<file path="config.mk">
export PLATFORM = sky130hd
export DESIGN_NAME = charger_and_sleep_supervisor_flat
export DESIGN_NICKNAME = d
export VERILOG_FILES = /design/src/hw/rtl/chs_pkg.sv /design/src/hw/rtl/chs_intf.sv /design/src/hw/rtl/charger_and_sleep_supervisor.sv /design/src/flat_wrapper.sv
export VERILOG_INCLUDE_DIRS = /design/src /design/src/hw/rtl
export SDC_FILE = /design/constraint.sdc
export NUM_CORES = 1
export LEC_CHECK = 0
export ABC_CLOCK_PERIOD_IN_PS = 8400
export BUFFER_PORTS_ARGS = -buffer_cell sky130_fd_sc_hd__buf_2
export CAP_MARGIN = 20
export CORE_UTILIZATION = 55
export DETAILED_ROUTE_END_ITERATION = 8
export PLACE_DENSITY = 0.76
export RECOVER_POWER = 100
export SYNTH_ARGS = -nofsm -noshare
export SYNTH_HDL_FRONTEND = slang
export SYNTH_SLANG_ARGS = --single-unit
</file>
<file path="constraint.sdc">
create_clock -name i_clk -period 8.4 [get_ports i_clk]
set_input_delay 0.84 -clock i_clk [delete_from_list [all_inputs] [get_ports i_clk]]
set_output_delay 0.84 -clock i_clk [all_outputs]
set_load 0.01 [all_outputs]
</file>
<file path="src/hw/rtl/charger_and_sleep_supervisor_assert.svh">
// Assertion macros for the charger and sleep supervisor
`ifndef CHARGER_AND_SLEEP_SUPERVISOR_ASSERT_SVH
`define CHARGER_AND_SLEEP_SUPERVISOR_ASSERT_SVH

// Same-cycle implication, held off during reset
`define CHS_ASSERT_NOW(lbl, clk, rst_n, ante, cons) \
    lbl: assert property (@(posedge clk) disable iff (!rst_n) (ante) |-> (cons)) \
        else $error("supervisor assertion failed");

// Next-cycle implication, held off during reset
`define CHS_ASSERT_NEXT(lbl, clk, rst_n, ante, cons) \
    lbl: assert property (@(posedge clk) disable iff (!rst_n) (ante) |=> (cons)) \
        else $error("supervisor assertion failed");

`endif

</file>
<file path="src/hw/rtl/chs_pkg.sv">
`timescale 1ns / 1ps
`default_nettype none

package chs_pkg;

    // Default width of the tick counters
    localparam int COUNT_WIDTH_DEF = 16;

    // Configuration port
    localparam int CFG_IDX_W  = 4;
    localparam int CFG_DATA_W = 16;
    typedef logic [CFG_IDX_W-1:0]  t_cfg_idx;
    typedef logic [CFG_DATA_W-1:0] t_cfg_data;

    localparam t_cfg_idx CFG_LOW_POWER_TICKS = 4'd0;
    localparam t_cfg_idx CFG_LOCK_TICKS      = 4'd1;
    localparam t_cfg_idx CFG_SLEEP_TICKS     = 4'd2;
    localparam t_cfg_idx CFG_IDLE_OFF_TICKS  = 4'd3;

    localparam t_cfg_data LOW_POWER_TICKS_RST = 16'd400;
    localparam t_cfg_data LOCK_TICKS_RST      = 16'd200;
    localparam t_cfg_data SLEEP_TICKS_RST     = 16'd400;
    localparam t_cfg_data IDLE_OFF_TICKS_RST  = 16'd1000;

    typedef struct packed {
        logic [CFG_IDX_W-1:0]  index;
        logic [CFG_DATA_W-1:0] value;
    } t_cfg_write;

    // Debounce constants
    localparam logic [2:0] PRESENCE_MAX = 3'd6;
    localparam logic [4:0] FULL_MAX     = 5'd20;
    localparam logic [4:0] FULL_STEP    = 5'd5;
    localparam logic [4:0] FULL_RESET   = 5'd10;
    localparam int         LP_DRAIN     = 12;

    // Battery levels
    localparam logic signed [3:0] LEVEL_CRITICAL = -4'sd1;
    localparam logic signed [3:0] LEVEL_EMPTY    = 4'sd0;
    localparam logic signed [3:0] LEVEL_LOW      = 4'sd1;
    localparam logic signed [3:0] LEVEL_CAP      = 4'sd4;

    // Power modes
    typedef logic [3:0] t_mode;
    localparam t_mode MODE_OFF_FULL          = 4'd0;
    localparam t_mode MODE_OFF_CHARGING      = 4'd1;
    localparam t_mode MODE_OFF_NO_CHARGE     = 4'd2;
    localparam t_mode MODE_OFF_NO_CHARGE_FUL = 4'd3;
    localparam t_mode MODE_ON_NO_CHARGE      = 4'd4;
    localparam t_mode MODE_ON_CHARGING       = 4'd7;

    typedef struct packed {
        logic              vin_present;
        logic              charge_pin;
        logic              key_level;
        logic signed [3:0] battery_level;
        t_mode             power_mode;
        logic              switch_off;
    } t_in_item;

    typedef struct packed {
        logic              charger_connected;
        logic              battery_full;
        logic signed [3:0] display_level;
        logic              low_power_locked;
        logic              charge_stable;
        logic              sleep_entry;
        logic              power_off_request;
        logic              display_stop;
    } t_result;

endpackage

`default_nettype wire

</file>
<file path="src/hw/rtl/chs_intf.sv">
`timescale 1ns / 1ps
`default_nettype none

// Input item channel
interface chs_in_if;
    logic              valid;
    logic              ready;
    chs_pkg::t_in_item data;
    modport source (output valid, output data, input ready);
    modport sink   (input valid, input data, output ready);
endinterface

// Result item channel
interface chs_out_if;
    logic             valid;
    logic             ready;
    chs_pkg::t_result data;
    modport source (output valid, output data, input ready);
    modport sink   (input valid, input data, output ready);
endinterface

// Configuration write channel
interface chs_cfg_if;
    logic                valid;
    logic                ready;
    chs_pkg::t_cfg_write data;
    modport source (output valid, output data, input ready);
    modport sink   (input valid, input data, output ready);
endinterface

`default_nettype wire

</file>
<file path="src/hw/rtl/charger_and_sleep_supervisor.sv">
// An item passes from the input register through the combinational update into the result
// register, where the result is held until it is taken.
// Throughput: one item per cycle through the combinational update between the input and
// result registers; input stalls once a result waits and the input register is full.
// Reset (i_rst_n low, synchronous): counters and config go to their reset values,
// both pipeline registers are emptied; no clearing pass.
`timescale 1ns / 1ps
`default_nettype none
`include "charger_and_sleep_supervisor_assert.svh"

module charger_and_sleep_supervisor #(
    parameter int COUNT_WIDTH = chs_pkg::COUNT_WIDTH_DEF
) (
    input  wire logic  i_clk,
    input  wire logic  i_rst_n,
    chs_cfg_if.sink    i_cfg,
    chs_in_if.sink     i_in,
    chs_out_if.source  o_out
);

    localparam int CMP_W = (COUNT_WIDTH > chs_pkg::CFG_DATA_W) ? COUNT_WIDTH
                                                                 : chs_pkg::CFG_DATA_W;

    // Configuration registers
    chs_pkg::t_cfg_data r_low_power_ticks, r_lock_ticks, r_sleep_ticks, r_idle_off_ticks;

    // Pipeline registers
    logic              r_in_valid;
    chs_pkg::t_in_item r_in_data;
    logic              r_out_valid;
    chs_pkg::t_result  r_out_data;

    // Supervisor state
    logic [2:0]             r_pres_cnt, n_pres_cnt;
    logic [4:0]             r_full_cnt, n_full_cnt;
    logic                   r_conn, n_conn;
    logic                   r_full_flag, n_full_flag;
    logic [COUNT_WIDTH-1:0] r_lp_cnt, n_lp_cnt;
    logic                   r_lock, n_lock;
    logic [COUNT_WIDTH-1:0] r_sleep_cnt, n_sleep_cnt;
    logic [COUNT_WIDTH-1:0] r_idle_cnt, n_idle_cnt;

    chs_pkg::t_result  n_result;
    logic              fire;
    logic              key_pressed;
    logic signed [3:0] bat;
    logic [CMP_W-1:0]  sleep_preset;

    assign fire         = r_in_valid && (!r_out_valid || o_out.ready);
    assign i_in.ready   = !r_in_valid || fire;
    assign i_cfg.ready  = 1'b1;
    assign o_out.valid  = r_out_valid;
    assign o_out.data   = r_out_data;
    assign key_pressed  = !r_in_data.key_level;
    assign bat          = r_in_data.battery_level;
    assign sleep_preset = CMP_W'(r_sleep_ticks) - CMP_W'(1);

    // Write configuration registers
    always_ff @(posedge i_clk) begin
        if (!i_rst_n) begin
            r_low_power_ticks <= chs_pkg::LOW_POWER_TICKS_RST;
            r_lock_ticks      <= chs_pkg::LOCK_TICKS_RST;
            r_sleep_ticks     <= chs_pkg::SLEEP_TICKS_RST;
            r_idle_off_ticks  <= chs_pkg::IDLE_OFF_TICKS_RST;
        end else if (i_cfg.valid) begin
            unique case (i_cfg.data.index)
                chs_pkg::CFG_LOW_POWER_TICKS: r_low_power_ticks <= i_cfg.data.value;
                chs_pkg::CFG_LOCK_TICKS:      r_lock_ticks      <= i_cfg.data.value;
                chs_pkg::CFG_SLEEP_TICKS:     r_sleep_ticks     <= i_cfg.data.value;
                chs_pkg::CFG_IDLE_OFF_TICKS:  r_idle_off_ticks  <= i_cfg.data.value;
                default: ;
            endcase
        end
    end

    // Compute next state and result for the registered item
    always_comb begin
        n_pres_cnt  = r_pres_cnt;
        n_full_cnt  = r_full_cnt;
        n_conn      = r_conn;
        n_full_flag = r_full_flag;
        n_lp_cnt    = r_lp_cnt;
        n_lock      = r_lock;
        n_sleep_cnt = r_sleep_cnt;
        n_idle_cnt  = r_idle_cnt;
        n_result    = '0;

        // Debounce charger presence
        if (r_in_data.vin_present) begin
            if (r_pres_cnt < chs_pkg::PRESENCE_MAX) n_pres_cnt = r_pres_cnt + 3'd1;
            else n_conn = 1'b1;
        end else if (r_in_data.switch_off) begin
            n_full_cnt = chs_pkg::FULL_RESET;
            n_pres_cnt = 3'd0;
            n_conn     = 1'b0;
        end else begin
            n_full_cnt = chs_pkg::FULL_RESET;
            if (r_pres_cnt != 3'd0) n_pres_cnt = r_pres_cnt - 3'd1;
            else n_conn = 1'b0;
        end

        // Debounce charge-full
        if (r_in_data.charge_pin) begin
            if (n_full_cnt != 5'd0) n_full_cnt = n_full_cnt - 5'd1;
            else n_full_flag = 1'b0;
        end else begin
            if (n_full_cnt < chs_pkg::FULL_MAX) n_full_cnt = n_full_cnt + chs_pkg::FULL_STEP;
            else n_full_flag = 1'b1;
        end

        // Track low power and pick the displayed level
        if (n_conn) begin
            if (n_full_flag) begin
                if (r_lp_cnt > COUNT_WIDTH'(chs_pkg::LP_DRAIN)) begin
                    n_lp_cnt = r_lp_cnt - COUNT_WIDTH'(chs_pkg::LP_DRAIN);
                end else begin
                    n_lp_cnt = '0;
                    n_lock   = 1'b0;
                end
                n_result.display_level = chs_pkg::LEVEL_CAP;
            end else begin
                if (r_lp_cnt != '0) begin
                    n_lp_cnt = r_lp_cnt - COUNT_WIDTH'(1);
                    if (bat > chs_pkg::LEVEL_LOW) n_lock = 1'b0;
                end
                n_result.display_level = (bat > chs_pkg::LEVEL_CAP) ? chs_pkg::LEVEL_CAP : bat;
            end
        end else if (bat == chs_pkg::LEVEL_EMPTY || r_lock) begin
            n_result.display_level = chs_pkg::LEVEL_EMPTY;
            if (CMP_W'(r_lp_cnt) < CMP_W'(r_lock_ticks)) n_lp_cnt = r_lp_cnt + COUNT_WIDTH'(1);
            else n_lock = 1'b1;
        end else if (bat == chs_pkg::LEVEL_CRITICAL) begin
            n_result.display_level = chs_pkg::LEVEL_EMPTY;
            if (CMP_W'(r_lp_cnt) < CMP_W'(r_low_power_ticks)) begin
                n_lp_cnt = r_lp_cnt + COUNT_WIDTH'(1);
                // Preset the sleep counter once the critical period elapses
                if (CMP_W'(n_lp_cnt) >= CMP_W'(r_low_power_ticks)) begin
                    n_sleep_cnt = sleep_preset[COUNT_WIDTH-1:0];
                end
            end
        end else begin
            n_result.display_level = bat;
            if (bat > chs_pkg::LEVEL_LOW && r_lp_cnt != '0) begin
                n_lp_cnt = r_lp_cnt - COUNT_WIDTH'(1);
                n_lock   = 1'b0;
            end
        end

        // Run sleep and idle-off timers
        case (r_in_data.power_mode) inside
            chs_pkg::MODE_OFF_FULL, chs_pkg::MODE_OFF_CHARGING: begin
                n_sleep_cnt = '0;
            end
            chs_pkg::MODE_OFF_NO_CHARGE, chs_pkg::MODE_OFF_NO_CHARGE_FUL: begin
                if (CMP_W'(n_sleep_cnt) < CMP_W'(r_sleep_ticks)) begin
                    n_sleep_cnt = n_sleep_cnt + COUNT_WIDTH'(1);
                end else if (key_pressed) begin
                    n_sleep_cnt = '0;
                    n_lp_cnt    = '0;
                    if (!n_conn) begin
                        n_result.sleep_entry  = 1'b1;
                        n_result.display_stop = 1'b1;
                        n_idle_cnt            = '0;
                    end
                end
            end
            [chs_pkg::MODE_ON_NO_CHARGE:chs_pkg::MODE_ON_CHARGING]: begin
                n_sleep_cnt = '0;
                if (CMP_W'(n_lp_cnt) < CMP_W'(r_low_power_ticks)) begin
                    if (n_conn) begin
                        n_idle_cnt = '0;
                    end else if (CMP_W'(r_idle_off_ticks) > CMP_W'(r_idle_cnt)) begin
                        n_idle_cnt = r_idle_cnt + COUNT_WIDTH'(1);
                    end else begin
                        n_result.power_off_request = 1'b1;
                        n_result.display_stop      = 1'b1;
                    end
                end
            end
            default: begin
                n_lp_cnt    = '0;
                n_sleep_cnt = '0;
            end
        endcase

        n_result.charger_connected = n_conn;
        n_result.battery_full      = n_full_flag;
        n_result.low_power_locked  = n_lock;
        n_result.charge_stable     = (n_full_cnt >= chs_pkg::FULL_MAX || n_full_cnt == 5'd0)
                                  && (n_pres_cnt >= chs_pkg::PRESENCE_MAX || n_pres_cnt == 3'd0);
    end

    // Hold the input register until its item is processed
    always_ff @(posedge i_clk) begin
        if (!i_rst_n) begin
            r_in_valid <= 1'b0;
        end else if (i_in.ready) begin
            r_in_valid <= i_in.valid;
        end
    end

    always_ff @(posedge i_clk) begin
        if (i_in.ready && i_in.valid) begin
            r_in_data <= i_in.data;
        end
    end

    // Advance state and load the result register
    always_ff @(posedge i_clk) begin
        if (!i_rst_n) begin
            r_out_valid <= 1'b0;
            r_pres_cnt  <= 3'd0;
            r_full_cnt  <= chs_pkg::FULL_RESET;
            r_conn      <= 1'b0;
            r_full_flag <= 1'b0;
            r_lp_cnt    <= '0;
            r_lock      <= 1'b0;
            r_sleep_cnt <= '0;
            r_idle_cnt  <= '0;
        end else begin
            if (fire) begin
                r_out_valid <= 1'b1;
                r_pres_cnt  <= n_pres_cnt;
                r_full_cnt  <= n_full_cnt;
                r_conn      <= n_conn;
                r_full_flag <= n_full_flag;
                r_lp_cnt    <= n_lp_cnt;
                r_lock      <= n_lock;
                r_sleep_cnt <= n_sleep_cnt;
                r_idle_cnt  <= n_idle_cnt;
            end else if (o_out.ready) begin
                r_out_valid <= 1'b0;
            end
        end
    end

    always_ff @(posedge i_clk) begin
        if (fire) begin
            r_out_data <= n_result;
        end
    end

    // Checks on the update logic
    `CHS_ASSERT_NEXT(a_fire_loads_result, i_clk, i_rst_n, fire, r_out_valid)
    `CHS_ASSERT_NEXT(a_pending_item_kept, i_clk, i_rst_n, r_in_valid && !fire, r_in_valid)
    `CHS_ASSERT_NOW(a_counts_in_range, i_clk, i_rst_n, 1'b1,
        r_pres_cnt <= chs_pkg::PRESENCE_MAX && r_full_cnt <= (chs_pkg::FULL_MAX + 5'd4))
    `CHS_ASSERT_NOW(a_sleep_stops_display, i_clk, i_rst_n, r_out_valid && r_out_data.sleep_entry,
        r_out_data.display_stop && !r_out_data.power_off_request && !r_out_data.charger_connected)

endmodule

`default_nettype wire

</file>
<file path="src/flat_wrapper.sv">
// flat-port wrapper written by rule: the top's interface ports become plain ports
module charger_and_sleep_supervisor_flat 
#(
    parameter int COUNT_WIDTH = chs_pkg::COUNT_WIDTH_DEF
)
  (i_clk, i_rst_n, i_cfg_valid, i_cfg_data, i_cfg_ready, i_in_valid, i_in_data, i_in_ready, o_out_valid, o_out_data, o_out_ready);
  chs_cfg_if i_cfg_i ();
  chs_in_if i_in_i ();
  chs_out_if o_out_i ();
  input  wire logic i_clk;
  input  wire logic i_rst_n;
  input wire logic [$bits(i_cfg_i.valid)-1:0] i_cfg_valid;
  input wire logic [$bits(i_cfg_i.data)-1:0] i_cfg_data;
  output wire logic [$bits(i_cfg_i.ready)-1:0] i_cfg_ready;
  input wire logic [$bits(i_in_i.valid)-1:0] i_in_valid;
  input wire logic [$bits(i_in_i.data)-1:0] i_in_data;
  output wire logic [$bits(i_in_i.ready)-1:0] i_in_ready;
  output wire logic [$bits(o_out_i.valid)-1:0] o_out_valid;
  output wire logic [$bits(o_out_i.data)-1:0] o_out_data;
  input wire logic [$bits(o_out_i.ready)-1:0] o_out_ready;
  assign i_cfg_i.valid = i_cfg_valid;
  assign i_cfg_i.data = i_cfg_data;
  assign i_cfg_ready = i_cfg_i.ready;
  assign i_in_i.valid = i_in_valid;
  assign i_in_i.data = i_in_data;
  assign i_in_ready = i_in_i.ready;
  assign o_out_valid = o_out_i.valid;
  assign o_out_data = o_out_i.data;
  assign o_out_i.ready = o_out_ready;
  charger_and_sleep_supervisor #(.COUNT_WIDTH(COUNT_WIDTH)) u_core (.i_clk(i_clk), .i_rst_n(i_rst_n), .i_cfg(i_cfg_i), .i_in(i_in_i), .o_out(o_out_i));
endmodule
</file>
==> metrics.md, run 1 <==
| Metric | Value |
|---|---|
| Post-synth top cells | `nand2_1 (215), dfxtp_1 (125), a21oi_1 (122)` |
| Port-buffer cells | `48` |
| Dpl hpwl | `roughly 24000 µm` |
| CORE AREA | `19530 µm²` |
| Top-level port count | `51` |
| Hold crit path type | `flip-flop to flip-flop` |
| Initial antenna violation count | `0` |
| Final setup fails | `0` |
| CTS H-Tree Depth | `4` |
| GRT Total Usage | `0.3246` |
| Detailed-route DRC error count | `0` |
| Fin area | `between 10000 and 15000 µm²` |
| Top cells by area, synth | `dfxtp_1 (23%), ha_1 (12%), nand2_1 (7.3%)` |
| Crit path buffers/inverters | `1` |
| Fin worst setup slack | `0.7845 ns` |
| Synth area leader | `dfxtp_1` |
| Final number of hold-violating endpoints | `0` |
| Syn_area_per_cell | `7.593 µm²` |
| Filler Cell Count | `1787` |
| Worst EP required | `8.76 ns` |
| Clock Latency Late Sink | `0.44 ns` |
| CTS tree | `yes` |
| Drt total wl | `32670 µm` |
| CP arrival | `7.98 ns` |
| Setup Buffers After CTS | `0` |
| Reg clk slew, reported paths | `~0.070 ns` |
| Cell row count | `between 50 and 60` |
| Area growth, synth to finish | `8.738%` |
| Final Non-Filler Cells | `about 1700` |
| Worst path slowest cell | `o2111a_1` |
| Yosys Warn Count | `0` |
| Post-DP Area | `11380 µm²` |
| Post-Syn Area | `between 10000 and 15000 µm²` |
| CP delay by family, top | `compound AO/OA/AOI/OAI gates` |
| Clock Tree Buf Depth | `2` |
| DRT Pass-1 Iters | `5` |
| CTS resizes | `0` |
| Count leader, synth | `nand2_1` |
| Synth cell types | `79` |
| Sum Neg Setup Slack | `0 ns` |
| Gate Count Post-Synth | `1450` |
| Initial DRC Count | `1167` |
| Via count | `11030` |
| Inst Count DP | `1699` |
| Peak fanout along the critical path | `19` |
| Pwr/cell area | `161.5 nW/µm²` |
| Die Y-Extent | `about 140 µm` |
| Initial Util | `0.5639` |
| Skew final | `around 0.011 ns` |
| Max-slew violations | `90` |
| Largest net degree at the start of global routing | `64` |
| Die Wd | `143.5 µm` |
| Remaining Overflow, GRT | `0` |
| Post-Place Setup Slack | `1.054 ns` |
| Vias per cell | `between 6 and 7` |
| Sink Count | `between 100 and 150` |
| Crit path cell chain | `nand2_1 -> nor3_1 -> nand4_1 -> xnor2_1 -> ha_1 -> and3_1 -> o211ai_1 -> a2111oi_1 -> o311ai_2 -> nor2_2 -> mux2i_1 -> inv_1 -> ha_1 -> a21boi_0 -> o31ai_1 -> o211ai_1 -> o21ai_0 -> o2111a_1 -> a31oi_1 -> o22ai_1` |
| Status | `complete, but fails checks` |
| Failing checks | `max-capacitance violations, max-slew violations` |
| WS Path Type | `flip-flop to flip-flop` |
| Global-route wire length before repair | `51890 µm` |
| Slew margin rel. | `-1.003` |
| Number of global-route vias before repair | `around 10000` |
| Top-area cell type share of the netlist area | `0.2273` |
| # hold bufs at CTS | `0` |
| Antenna viol nets, final | `0` |
| Diode count | `0` |
| Fin nets | `between 1500 and 2000` |
| Critical Path Sink Type | `flip-flop` |
| Die ar. | `20590 µm²` |
| FFs w/ async S/R, synth | `0` |
| Slowest stage delay, CP | `0.75 ns` |
| Worst Max-Slew Pin Slew | `3.005 ns` |
| Layout cells sized above 1 | `0.06885` |
| Post-synth EDFFs | `22` |
| Fmax | `0.1313 GHz` |
| Num CTS Buffers | `17` |
| Yosys reg bits | `~150` |
| Min Clock Period, post-route | `7.616 ns` |
| Period utilization | `0.9066` |
| Leakage power | `0.004665 µW` |
| Crit start category | `flip-flop` |
| Max cap viols | `2` |
| GP Congestion | `0.9686` |
| WL per Instance | `between 15 and 20 µm` |
| Maximum VDD drop | `approximately 0.14 mV` |
| Top_reg_cell synth | `dfxtp_1` |
| RSZ-0062 raised after global routing | `false` |
| Syn Nets | `1594` |
| Seq/Total Area, Yosys | `0.2873` |
| Clock root buffer | `clkbuf_16` |
[cells in the final DEF, fill, tap and decap left out, types with 9 or more instances in the layout]
cell type and count:
a211oi_1 14, a21o_1 13, a21oi_1 122, a22o_1 19, a31oi_1 11, and3_1 24
and4_1 9, buf_2 31, buf_4 10, clkbuf_1 20, clkbuf_16 18, dfxtp_1 125
edfxtp_1 22, ha_1 107, inv_1 95, mux2i_1 11, nand2_1 215, nand3_1 59
nand4_1 28, nor2_1 110, nor2b_1 9, nor3_1 36, nor4_1 13, o211ai_1 24
o21ai_0 73, o21ai_1 12, o22ai_1 9, o31ai_1 10, or3_1 18, xnor2_1 41
[kinds of logic (layout without fill, tap and decap cells)]
logic type,Yosys count,in the layout,share of synthesized area
and+or+nand+nor,565,565,0.2430
DFF,147,147,0.2873
muxes,16,16,0.01511
AOI/OAI and AO/OA,394,394,0.2350
other,1,1,0.0003406
xor gates and xnor gates,47,47,0.03739
buffers and inverters,173,190,0.06034
adders and majority gates,107,107,0.1216
[report_power, final]
| group | internal [µW] | leakage [µW] | switching, µW | total (µW) |
|---|---|---|---|---|
| Clock | 472 | 0.000314 | 358 | 830 |
| Combinational | 125 | 0.00313 | 226 | 351 |
| Sequential | 731 | 0.00122 | 21.4 | 753 |
| Total | 1330 | 0.00466 | 605 | 1930 |
[sequential cells by signal, summed over array words and instances, names as in the netlist, 5 cells and up]
register and count:
u_core.r_lp_cnt 16, u_core.r_idle_off_ticks 16, u_core.o_out.data 11, u_core.r_sleep_cnt 16, u_core.r_idle_cnt 16, u_core.r_low_power_ticks 16, u_core.r_full_cnt 5, u_core.r_sleep_ticks 16
u_core.r_lock_ticks 16, u_core.r_in_data 7
[through the flow]
stage / total power [µW] / hold WS (ns) / util
2_1_floorplan: 1007 / 0.4277 / -
3_3_place_gp: 1100 / 0.4421 / 0.5830
3_5_place_dp: 1109 / 0.4470 / 0.5830
4_1_cts: 1927 / 0.4567 / 0.6157
5_1_grt: 2002 / 0.4718 / 0.6132
6_report: 1933 / 0.4557 / 0.6132
[worst paths after layout]
check,slack [ns],endpoint,from,cells past startpoint
max reg2reg,0.78,u_core.r_lp_cnt[0],u_core.r_lp_cnt[3],20
max,0.78,u_core.r_lp_cnt[0],u_core.r_lp_cnt[3],20
min,0.46,u_core.r_low_power_ticks[9],u_core.r_low_power_ticks[9],2
min reg2reg,0.46,u_core.r_low_power_ticks[9],u_core.r_low_power_ticks[9],2
[final cells by class]
class                      count  area [µm²]  share of cell area
clock buffer                  18       450.4             0.03762
clock inverter                14       186.4             0.01557
inverter                      97       364.1             0.03041
multi-input combinational   1130        7172              0.5990
sequential                   147        3163              0.2642
tap                          265       331.6             0.02769
timing repair buffer          61       305.3             0.02550
[worst register-to-register path, cell delays in order (launching register included)]
cell and delay [ns]:
dfxtp_1 0.74, nand2_1 0.27, nor3_1 0.50, nand4_1 0.18
xnor2_1 0.23, ha_1 0.36, and3_1 0.17, o211ai_1 0.10
a2111oi_1 0.53, o311ai_2 0.30, nor2_2 0.71, mux2i_1 0.48
inv_1 0.10, ha_1 0.30, a21boi_0 0.14, o31ai_1 0.31
o211ai_1 0.34, o21ai_0 0.71, o2111a_1 0.75, a31oi_1 0.16
o22ai_1 0.15
[layer usage]
layer	share of wire	GRT usage	up-vias
li1	-	-	5260
met4	0.036	0.1383	0
met5	0	0	-
met1	0.43	0.4308	5140
met2	0.45	0.5156	532
met3	0.083	0.05831	94
(Power assumes the default switching activity.)
==> run 2: changes to the inputs <==
- PLACE_DENSITY: 0.76 -> 0.81
==> run 2 against run 1 <==
Effect of this change: the run still ends with max-capacitance violations, max-slew violations left; routed wire length fell by 1.2%; via count barely moved; critical path depth rose by 4; critical path type unchanged; cell count rose by 0.12%; global-route usage fell by 0.54 points; utilization rose by 0.13 points; sequential power barely moved.
==> metrics.md, run 2 (synthesis results as in run 1) <==
| Metric | Value |
|---|---|
| Status | `complete, but fails checks (unchanged)` |
| Failing checks | `max-capacitance violations, max-slew violations (unchanged)` |
| Skew final | `0.01175 ns (was 0.01099 ns)` |
| Fin util | `0.6144 (was 0.6132)` |
| Reg2reg end | `u_core.r_sleep_cnt[12] (was u_core.r_lp_cnt[0])` |
| WS Path Type | `flip-flop to flip-flop (unchanged)` |
| Pwr/cell area | `161.5 nW/µm² (about the same)` |
| Clock Latency Late Sink | `0.44 ns (about the same)` |
| Crit path cell chain | `and4_1 -> and3_1 -> nand2_1 -> nor2_1 -> nand3_1 -> xnor2_1 -> ha_1 -> nand4_1 -> or2_2 -> o22ai_1 -> o311ai_2 -> nor2_2 -> mux2i_1 -> inv_1 -> ha_1 -> o21ai_0 -> o21bai_1 -> a2111oi_0 -> o211ai_1 -> nor4_1 -> nor3_1 -> nor2_1 -> nand3_1 -> o311ai_0 (was nand2_1 -> nor3_1 -> nand4_1 -> xnor2_1 -> ha_1 -> and3_1 -> o211ai_1 -> a2111oi_1 -> o311ai_2 -> nor2_2 -> mux2i_1 -> inv_1 -> ha_1 -> a21boi_0 -> o31ai_1 -> o211ai_1 -> o21ai_0 -> o2111a_1 -> a31oi_1 -> o22ai_1)` |
| Top-level port count | `51 (unchanged)` |
| Largest net degree at the start of global routing | `65 (was 64)` |
| GRT Total Usage | `0.3192 (was 0.3246)` |
| Maximum VDD drop | `0.1210 mV (was 0.1403 mV)` |
| Layout cells sized above 1 | `0.07012 (was 0.06885)` |
| Max-slew violations | `65 (was 90)` |
| Worst EP required | `8.72 ns (was 8.76 ns)` |
| Die ar. | `20590 µm² (unchanged)` |
| Setup Buffers After CTS | `0 (unchanged)` |
| Pwr Total | `1938 µW (was 1933 µW)` |
| Filler Cell Count | `1750 (was 1787)` |
| Dpl hpwl | `23640 µm (was 23820 µm)` |
| Initial antenna violation count | `1 (was 0)` |
| Vias per cell | `6.360 (was 6.366)` |
| Fmax | `0.1313 GHz (about the same)` |
| Drt total wl | `32290 µm (was 32670 µm)` |
| Internal Power | `1354 µW (was 1328 µW)` |
| DRT Pass-1 Iters | `6 (was 5)` |
| Crit start category | `flip-flop (unchanged)` |
| Final setup fails | `0 (unchanged)` |
| Clock root buffer | `clkbuf_16 (unchanged)` |
| Fin area | `12000 µm² (was 11970 µm²)` |
| Max cap viols | `1 (was 2)` |
| Leakage power | `0.004673 µW (was 0.004665 µW)` |
| Sink Count | `147 (unchanged)` |
| Detailed-route DRC error count | `0 (unchanged)` |
| Reg clk slew, reported paths | `0.07 ns (about the same)` |
| Final number of hold-violating endpoints | `0 (unchanged)` |
| CTS resizes | `0 (unchanged)` |
| Die Y-Extent | `143.5 µm (unchanged)` |
| Number of global-route vias before repair | `9867 (was 10030)` |
| Post-DP Area | `11400 µm² (was 11380 µm²)` |
| Period utilization | `0.9068 (was 0.9066)` |
| Min-delay src | `u_core.r_lock_ticks[13] (was u_core.r_low_power_ticks[9])` |
| Initial DRC Count | `1259 (was 1167)` |
| Initial Util | `0.5639 (unchanged)` |
| RSZ-0062 raised after global routing | `false (unchanged)` |
| Area growth, synth to finish | `8.966% (was 8.738%)` |
| Hold crit path type | `flip-flop to flip-flop (unchanged)` |
| Clock Tree Buf Depth | `2 (unchanged)` |
| Global-route wire length before repair | `51230 µm (was 51890 µm)` |
| Hold path endpoint | `u_core.r_lock_ticks[13] (was u_core.r_low_power_ticks[9])` |
| Worst r2r src | `u_core.r_lp_cnt[5] (was u_core.r_lp_cnt[3])` |
| Slew margin rel. | `-1.028 (was -1.003)` |
| Remaining Overflow, GRT | `0 (unchanged)` |
| Worst Hold Path Cells | `2 (unchanged)` |
| WL per Instance | `18.62 µm (was 18.86 µm)` |
| CTS tree | `yes (unchanged)` |
| Fin Hold WS | `0.4543 ns (was 0.4557 ns)` |
| Antenna viol nets, final | `0 (unchanged)` |
| Num CTS Buffers | `17 (unchanged)` |
| CORE AREA | `19530 µm² (unchanged)` |
| Die Wd | `143.5 µm (unchanged)` |
| CP Launch Point | `u_core.r_lp_cnt[5] (was u_core.r_lp_cnt[3])` |
| Flop pwr share | `0.389 (about the same)` |
| Fin nets | `1600 (was 1598)` |
| Cell row count | `51 (unchanged)` |
| CP arrival | `7.94 ns (was 7.98 ns)` |
| Diode count | `0 (unchanged)` |
| Worst R2R Path Depth | `24 (was 20)` |
| Logic pwr share | `0.180 (was 0.181)` |
| Worst Max-Slew Pin Slew | `3.042 ns (was 3.005 ns)` |
| Clock Power Share | `0.431 (was 0.429)` |
| Min Clock Period, post-route | `7.617 ns (was 7.616 ns)` |
| R2R Setup Slk | `0.78 ns (about the same)` |
| Peak fanout along the critical path | `19 (unchanged)` |
| # hold bufs at CTS | `0 (unchanged)` |
| Commonest non-fill, non-tap cell in the layout | `nand2_1 (unchanged)` |
| Net Sw Power | `583.2 µW (was 605.0 µW)` |
| Switching share of total power | `0.3010 (was 0.3129)` |
| Worst path slowest cell | `dfxtp_1 (was o2111a_1)` |
| Sum Neg Setup Slack | `0 ns (unchanged)` |
| Critical Path Sink Type | `flip-flop (unchanged)` |
| Via count | `11030 (about the same)` |
| CTS H-Tree Depth | `4 (unchanged)` |
| Most frequent cells in the layout | `nand2_1 (215), dfxtp_1 (125), a21oi_1 (122) (unchanged)` |
| Slowest stage delay, CP | `0.76 ns (was 0.75 ns)` |
| GP Congestion | `0.9614 (was 0.9686)` |
| Port-buffer cells | `48 (unchanged)` |
[run 2: changes by cell type in the layout (fill, tap and decap cells not counted), sizes merged]
cell and delta:
buf +3, bufinv +1, clkinv -2, clkinvlp +1, inv -1
[run 2: cell type report]
| type | instances | area (µm²) | area share |
|---|---|---|---|
| multi-input cells | 1130 | 7172 | 0.5978 |
| flip-flops and latches | 147 | 3163 | 0.2636 |
| clock buffers | 19 | 454.2 | 0.03786 |
| inverters | 97 | 364.1 | 0.03035 |
| well taps | 265 | 331.6 | 0.02764 |
| repair buffers | 63 | 324.1 | 0.02701 |
| clock inverters | 13 | 188.9 | 0.01575 |
[run 2: worst max path at each step]
stage / endpoint / slack, ns / depth (start not counted)
2_1_floorplan: u_core.o_out.data[0] / 2.28 / 25
3_3_place_gp: u_core.r_sleep_cnt[12] / 1.19 / 24
3_5_place_dp: u_core.o_out.data[0] / 1.08 / 23
4_1_cts: u_core.o_out.data[0] / 1.02 / 23
5_1_grt: u_core.r_sleep_cnt[12] / 0.37 / 24
6_report: u_core.r_sleep_cnt[12] / 0.78 / 24
[run 2: per-stage QoR]
step                worst slack (ns)  instances
floorplan                      2.285       1450
global placement               1.188       1701
detailed placement             1.078       1701
CTS                            1.021       1733
global route                  0.3711       1734
finish                        0.7828       1734
[run 2: power groups by stage]
| stage | registers [µW] | logic (µW) | clock network, µW |
|---|---|---|---|
| after floorplan | 758 | 248 | 0 |
| after global placement | 767 | 332 | 0 |
| after detailed placement | 768 | 338 | 0 |
| after CTS | 752 | 341 | 839 |
| after global routing | 755 | 384 | 869 |
| final | 753 | 349 | 835 |
[run 2: critical path: cells and delay by family, from the launching register on]
family,cells,cell delay [ns]
AO/OA/AOI/OAI,7,1.58
XOR/XNOR,1,0.20
adder cells (fa/ha/maj),2,0.65
buffers and inverters,1,0.10
flip-flops,1,0.76
multiplexers,1,0.38
AND/OR/NAND/NOR,12,3.81
[run 2: layer usage]
metal,global-route usage,part of all wire,routed length [µm]
met1,0.4329,0.43,13920
met2,0.5013,0.44,14340
met3,0.05332,0.095,3074
met4,0.1299,0.030,963
met5,0,0,0
